[src/design/yuyv2bgr_pkg.sv]
// ----------------------------------------------------------------------------
// yuyv2bgr_pkg
// Shared types and constants for the YUYV pair to BGR888 converter.
// ----------------------------------------------------------------------------
package yuyv2bgr_pkg;

  localparam int PIX_W  = 8;
  localparam int FX_SH  = 16;
  // 9-bit signed chroma times 18-bit signed coefficient; sums also fit
  localparam int ACC_W  = 27;
  localparam int COEF_W = 18;

  // full-range BT.601 coefficients, Q.16
  localparam logic signed [COEF_W-1:0] COEF_RV = 18'sd91881;
  localparam logic signed [COEF_W-1:0] COEF_GU = 18'sd22554;
  localparam logic signed [COEF_W-1:0] COEF_GV = 18'sd46802;
  localparam logic signed [COEF_W-1:0] COEF_BU = 18'sd116130;

  localparam logic [PIX_W-1:0] CHROMA_OFS = 8'd128;
  localparam logic [PIX_W-1:0] CHAN_MAX   = 8'd255;

  typedef struct packed {
    logic [PIX_W-1:0] luma_first;
    logic [PIX_W-1:0] chroma_blue;
    logic [PIX_W-1:0] luma_second;
    logic [PIX_W-1:0] chroma_red;
  } yuyv_pair_t;

  typedef struct packed {
    logic [PIX_W-1:0] blue_first;
    logic [PIX_W-1:0] green_first;
    logic [PIX_W-1:0] red_first;
    logic [PIX_W-1:0] blue_second;
    logic [PIX_W-1:0] green_second;
    logic [PIX_W-1:0] red_second;
  } bgr_pair_t;

  // truncate Q.16 to integer, clamp to 0..255
  function automatic logic [PIX_W-1:0] clamp_q16(input logic signed [ACC_W-1:0] acc);
    logic [PIX_W-1:0] res;
    if (acc[ACC_W-1]) begin
      res = '0;
    end else if (|acc[ACC_W-2:FX_SH+PIX_W]) begin
      res = CHAN_MAX;
    end else begin
      res = acc[FX_SH+PIX_W-1:FX_SH];
    end
    return res;
  endfunction

endpackage

[src/design/yuyv_pair_to_bgr888_core.sv]
// ----------------------------------------------------------------------------
// yuyv_pair_to_bgr888_core
// Four-stage pipeline converting one YUYV macropixel into two BGR888 pixels.
// ----------------------------------------------------------------------------
//  channel | direction | payload      | handshake
//  in_     | input     | yuyv_pair_t  | in_valid / in_stall
//  out_    | output    | bgr_pair_t   | out_valid / out_stall
//
//  One pair accepted per clock when the output is not held off.
//  Stages: input register, chroma multipliers, channel sums, clamp into the
//  output register.
//  rst_n (synchronous) clears the stage valid bits only.
//  Each stage loads when it is empty or the stage after it moves, so bubbles
//  fill up under out_stall; in_stall rises only with all four stages full.
// ----------------------------------------------------------------------------
module yuyv_pair_to_bgr888_core
  import yuyv2bgr_pkg::*;
(
  input  logic       clk,
  input  logic       rst_n,
  input  logic       in_valid,
  output logic       in_stall,
  input  yuyv_pair_t in_data,
  output logic       out_valid,
  input  logic       out_stall,
  output bgr_pair_t  out_data
);

  logic en1, en2, en3, en4;

  // stage 1: input register
  logic       s1_valid_r;
  yuyv_pair_t s1_data_r;

  // stage 2: products
  logic                    s2_valid_r;
  logic [PIX_W-1:0]        s2_y0_r, s2_y1_r;
  logic signed [ACC_W-1:0] s2_rv_r, s2_gu_r, s2_gv_r, s2_bu_r;
  logic signed [ACC_W-1:0] s2_rv_nxt, s2_gu_nxt, s2_gv_nxt, s2_bu_nxt;
  logic signed [PIX_W:0]   du, dv;

  // stage 3: channel sums
  logic                    s3_valid_r;
  logic signed [ACC_W-1:0] s3_b0_r, s3_g0_r, s3_r0_r, s3_b1_r, s3_g1_r, s3_r1_r;
  logic signed [ACC_W-1:0] s3_b0_nxt, s3_g0_nxt, s3_r0_nxt;
  logic signed [ACC_W-1:0] s3_b1_nxt, s3_g1_nxt, s3_r1_nxt;
  logic signed [ACC_W-1:0] ys0, ys1;

  // stage 4: output register
  logic      out_valid_r;
  bgr_pair_t out_data_r;
  bgr_pair_t out_data_nxt;

  assign en4 = !out_valid_r || !out_stall;
  assign en3 = !s3_valid_r || en4;
  assign en2 = !s2_valid_r || en3;
  assign en1 = !s1_valid_r || en2;

  assign in_stall  = !en1;
  assign out_valid = out_valid_r;
  assign out_data  = out_data_r;

  // products are sized by the accumulator, operands sign-extended first
  always_comb begin
    du = $signed({1'b0, s1_data_r.chroma_blue}) - $signed({1'b0, CHROMA_OFS});
    dv = $signed({1'b0, s1_data_r.chroma_red})  - $signed({1'b0, CHROMA_OFS});
    s2_rv_nxt = dv * COEF_RV;
    s2_gu_nxt = du * COEF_GU;
    s2_gv_nxt = dv * COEF_GV;
    s2_bu_nxt = du * COEF_BU;
  end

  always_comb begin
    ys0 = $signed({{(ACC_W-PIX_W-FX_SH){1'b0}}, s2_y0_r, {FX_SH{1'b0}}});
    ys1 = $signed({{(ACC_W-PIX_W-FX_SH){1'b0}}, s2_y1_r, {FX_SH{1'b0}}});
    s3_b0_nxt = ys0 + s2_bu_r;
    s3_g0_nxt = ys0 - s2_gu_r - s2_gv_r;
    s3_r0_nxt = ys0 + s2_rv_r;
    s3_b1_nxt = ys1 + s2_bu_r;
    s3_g1_nxt = ys1 - s2_gu_r - s2_gv_r;
    s3_r1_nxt = ys1 + s2_rv_r;
  end

  always_comb begin
    out_data_nxt.blue_first   = clamp_q16(s3_b0_r);
    out_data_nxt.green_first  = clamp_q16(s3_g0_r);
    out_data_nxt.red_first    = clamp_q16(s3_r0_r);
    out_data_nxt.blue_second  = clamp_q16(s3_b1_r);
    out_data_nxt.green_second = clamp_q16(s3_g1_r);
    out_data_nxt.red_second   = clamp_q16(s3_r1_r);
  end

  // valid bits
  always_ff @(posedge clk) begin
    if (!rst_n) begin
      s1_valid_r  <= 1'b0;
      s2_valid_r  <= 1'b0;
      s3_valid_r  <= 1'b0;
      out_valid_r <= 1'b0;
    end else begin
      if (en1) s1_valid_r  <= in_valid;
      if (en2) s2_valid_r  <= s1_valid_r;
      if (en3) s3_valid_r  <= s2_valid_r;
      if (en4) out_valid_r <= s3_valid_r;
    end
  end

  // payload, no reset
  always_ff @(posedge clk) begin
    if (en1) begin
      s1_data_r <= in_data;
    end
    if (en2) begin
      s2_y0_r <= s1_data_r.luma_first;
      s2_y1_r <= s1_data_r.luma_second;
      s2_rv_r <= s2_rv_nxt;
      s2_gu_r <= s2_gu_nxt;
      s2_gv_r <= s2_gv_nxt;
      s2_bu_r <= s2_bu_nxt;
    end
    if (en3) begin
      s3_b0_r <= s3_b0_nxt;
      s3_g0_r <= s3_g0_nxt;
      s3_r0_r <= s3_r0_nxt;
      s3_b1_r <= s3_b1_nxt;
      s3_g1_r <= s3_g1_nxt;
      s3_r1_r <= s3_r1_nxt;
    end
    if (en4) begin
      out_data_r <= out_data_nxt;
    end
  end

  // input is held off only when every stage is full and the output blocked
  a_stall_full: assert property (@(posedge clk) disable iff (!rst_n)
    in_stall |-> (s1_valid_r && s2_valid_r && s3_valid_r && out_valid_r && out_stall))
    else $error("in_stall raised with room in the pipe");

  // a result only appears if the sum stage held an item
  a_no_phantom: assert property (@(posedge clk) disable iff (!rst_n)
    (!out_valid_r || !out_stall) && !s3_valid_r |=> !out_valid_r)
    else $error("result appeared from an empty stage");

  // sum stage holds while the output is blocked
  a_s3_hold: assert property (@(posedge clk) disable iff (!rst_n)
    s3_valid_r && out_valid_r && out_stall |=> $stable(s3_b0_r) && $stable(s3_g1_r))
    else $error("sum stage changed under stall");

  // negative sum clamps to zero
  a_clamp_low: assert property (@(posedge clk) disable iff (!rst_n)
    en4 && s3_valid_r && s3_b0_r[ACC_W-1] |=> out_data_r.blue_first == '0)
    else $error("negative blue not clamped");

endmodule
[config.mk]
export PLATFORM = sky130hd
export DESIGN_NAME = yuyv_pair_to_bgr888_core
export DESIGN_NICKNAME = d
export VERILOG_FILES = /design/src/design/yuyv2bgr_pkg.sv /design/src/design/yuyv_pair_to_bgr888_core.sv
export SDC_FILE = /design/constraint.sdc
export NUM_CORES = 1
export LEC_CHECK = 0
export BUFFER_PORTS_ARGS = -buffer_cell sky130_fd_sc_hd__buf_4
export CELL_PAD_IN_SITES_DETAIL_PLACEMENT = 2
export CELL_PAD_IN_SITES_GLOBAL_PLACEMENT = 2
export CORE_ASPECT_RATIO = 1.25
export CORE_UTILIZATION = 44
export DETAILED_ROUTE_END_ITERATION = 7
export GPL_ROUTABILITY_DRIVEN = 0
export PLACE_DENSITY = 0.91
export SLEW_MARGIN = 20
export SYNTH_ARGS = -nofsm -noshare
export SYNTH_HDL_FRONTEND = slang
export SYNTH_SLANG_ARGS = --single-unit
[constraint.sdc]
create_clock -name clk -period 5.9 [get_ports clk]
set_clock_uncertainty 0.2 [all_clocks]
set_input_delay 1.18 -clock clk [delete_from_list [all_inputs] [get_ports clk]]
set_output_delay 1.18 -clock clk [all_outputs]
set_load 0.1 [all_outputs]
==> reports/metrics.csv <==
metric,value,unit
p_per_area,628.4,mW/mm^2
path_clk_slew,0.07,ns
pre_cts_ws,0.1834,ns
tns,-0.02073,ns
drc,0,
setup.worst_path.end,s2_gu_r[23],
cts_htree_levels,1,
insertion_delay,0.57,ns
portBuffers,85,
cts_buffers,27,
max_freq,168.9,MHz
peakVddDrop,0.3581,mV
synth-compound-area-share,0.07745,
synth-simple-area-share,0.06722,
cp-end-kind,flip-flop,
die_x,184.6,um
slew-limit-headroom,0.3718,
cts_buffer_depth,3,
synth.area.mux_share,0,
crit_top_cell,ha_1,
vias,13040,
max_cap_violations,0,
setup_slack,-0.02073,ns
root_buffer,clkbuf_16,
max_slew.worst_pin.slew,0.9423,ns
min_period,5.921,ns
wl_met2,36.35,mm
crit_cells,18,
num_rows,83,
ioPinCount,86,
finalCritPeriodShare,1.004,
diodes,0,
antenna_left,0,
layout-drive-gt1-share,0.1096,
cp_data_required_time,6.02,ns
ys_ff_latch,237,
crit_chain,"ha_1, ha_1, ha_1, inv_1, fa_1, inv_1, ha_1, ha_1, fa_1, a21o_1, a21oi_1, o21ai_1, o41ai_2, o21ai_1, o41a_1, a21oi_1, o21bai_1, xnor2_1",
leakagePower,0.01001,uW
status,"complete, but fails checks",
post-dp-hpwl,45.39,mm
avgSynthCellArea,11.78,um^2
ys_types,55,
cts_tree,done,
viasPerCell,5.775,
r2r-start,s1_data_r[20],
cts_sinks,237,
grt_pass1_wl,98.03,mm
first_pass_iters,5,
worst-path-buf-inv,2,
start_kind,flip-flop,
wl_met3,2.756,mm
yosysTopAreaCell,edfxtp_1,
floorplan.initialDensity,0.4458,
antenna_found_initial,1,
grt_pass1_vias,15590,
synthTopCellsByArea,"edfxtp_1 38%, ha_1 23%, fa_1 13%",
die_h,230.2,um
grtUsageTotal,0.3142,
setup_viol,1,
die-area,0.04250,mm^2
synthFlopType,edfxtp_1,
critPathLaunch,s1_data_r[20],
ys_seq_area_frac,0.3860,
top_layer,met5,
grt_overflow,0,
final_cell_mix,"338 x ha_1, 246 x inv_1, 233 x edfxtp_1",
r2r_cells,18,
routed_wl,67.75,mm
drt_iter0_markers,758,
drv_slew,0,
synth-async-reset-ratio,0,
cp_max_fo,7,
crit_type,reg -> reg,
final_common_cell,ha_1,
hold_viol,0,
synth_top_family_by_area,adder cells,
wl_met1,23.61,mm
coreArea,0.04112,mm^2
syn_to_final_growth,13.52,%
violations,negative setup slack,
power,13080,uW
synth_fp_nets,2053,
crit_slowest_cell,fa_1,
ctsHoldBuffers,0,
path_delay_family,adder cells,
syn_area,0.01834,mm^2
final_nets,2182,
r2r_slack,-0.02,ns
grt_max_degree,61,
slowest_delay,0.59,ns
synthCells,1557,
yosys.area.top_type_share,0.3816,
wire_per_inst,30.01,um
timing.rr.end,s2_gu_r[23],
synth-xor-area-share,0.05207,
yosys_warnings,0,
hold_class,reg -> reg,
synth-edff-count,233,
synthAdderAreaFrac,0.3635,
arrival,6.04,ns
-- registers in the layout, indices dropped and copies added, names as in the netlist --
name,count
out_data,48
s1_data_r,32
s2_gu_r,22
s2_gv_r,18
s2_rv_r,18
s2_bu_r,13
s3_b0_r,11
s3_b1_r,11
s3_g0_r,11
s3_g1_r,11
s3_r0_r,11
s3_r1_r,11
s2_y0_r,8
s2_y1_r,8
out_valid,1
s1_valid_r,1
s2_valid_r,1
s3_valid_r,1
-- per-layer routing --
metal | up-vias | global-route usage
li1 | 5590 | -
met1 | 6654 | 0.3191
met2 | 503 | 0.5998
met3 | 290 | 0.04181
met4 | 2 | 0.1888
met5 | - | 0
-- how the worst min path moves through the flow --
stage,startpoint,endpoint,depth (start not counted)
finish,s1_data_r[27],s2_y0_r[3],0
global route,s1_data_r[14],s2_y1_r[6],0
CTS,s1_data_r[27],s2_y0_r[3],0
detailed placement,s1_data_r[27],s2_y0_r[3],0
global placement,s1_data_r[12],s2_y1_r[4],0
floorplan,s1_data_r[24],s2_y0_r[0],0
-- synthesized netlist by cell type, types with 2 or more instances --
master	count
fa_1	121
a31oi_1	5
nand4_1	3
a21boi_1	2
and3_1	4
dfxtp_1	4
o21ba_2	3
o211a_1	2
o21ai_1	7
a21boi_0	6
edfxtp_1	233
a21oi_1	62
o21ai_0	39
a21o_1	35
nor2b_1	17
inv_1	248
clkbuf_1	8
ha_1	339
o41ai_2	3
buf_1	6
a211o_1	2
nor2_1	147
xor2_1	34
and4_1	3
a211oi_1	4
o31ai_1	2
or2_2	10
nor3_1	17
or3_1	2
nand3_1	18
nand2b_1	12
o21bai_1	10
xnor2_1	75
o21a_1	23
nand2_1	31
-- cell type report --
cell class / instances / area (um^2)
Multi-Input combinational cell: 1057 / 10350
Clock buffer: 31 / 690.7
Tap cell: 552 / 690.7
Timing Repair Buffer: 114 / 855.8
Fill cell: 4032 / 20310
Sequential cell: 237 / 7077
Clock inverter: 18 / 214.0
Inverter: 249 / 938.4
-- cell families after synthesis --
group / count (synthesis)
fa+ha+maj: 460
compound gates: 217
simple gates: 271
flops: 237
buf+inv: 263
xor+xnor: 109
-- power breakdown --
group,internal (uW),switching [uW]
Clock,1050,750
Sequential,2860,341
Combinational,2680,5390
Total,6600,6480
-- what timing repair did --
| action | in CTS | in global routing |
|---|---|---|
| resized for setup | 2 | 6 |
| pin swaps | 0 | 1 |
| endpoints found under the setup margin | 3 | 8 |
| setup buffers | 5 | 11 |
-- worst register-to-register path: cells and delay by family, from the launching register on --
kind,cells,cell delay (ns)
adders and majority gates,7,2.55
AOI/OAI and AO/OA,8,2.05
DFF,1,0.55
xor gates and xnor gates,1,0.17
buffers and inverters,2,0.14
-- metrics by stage --
stage	cell area [um^2]	cells	hold WS (ns)	utilization
6_report	20810	2258	0.2271	0.5061
2_1_floorplan	18340	1557	0.2003	-
4_1_cts	20680	2247	0.2279	0.5028
3_3_place_gp	19720	2193	0.2026	0.4796
5_1_grt	20810	2258	0.2398	0.5061
3_5_place_dp	19720	2193	0.2098	0.4796
(Power assumes the default switching activity.)
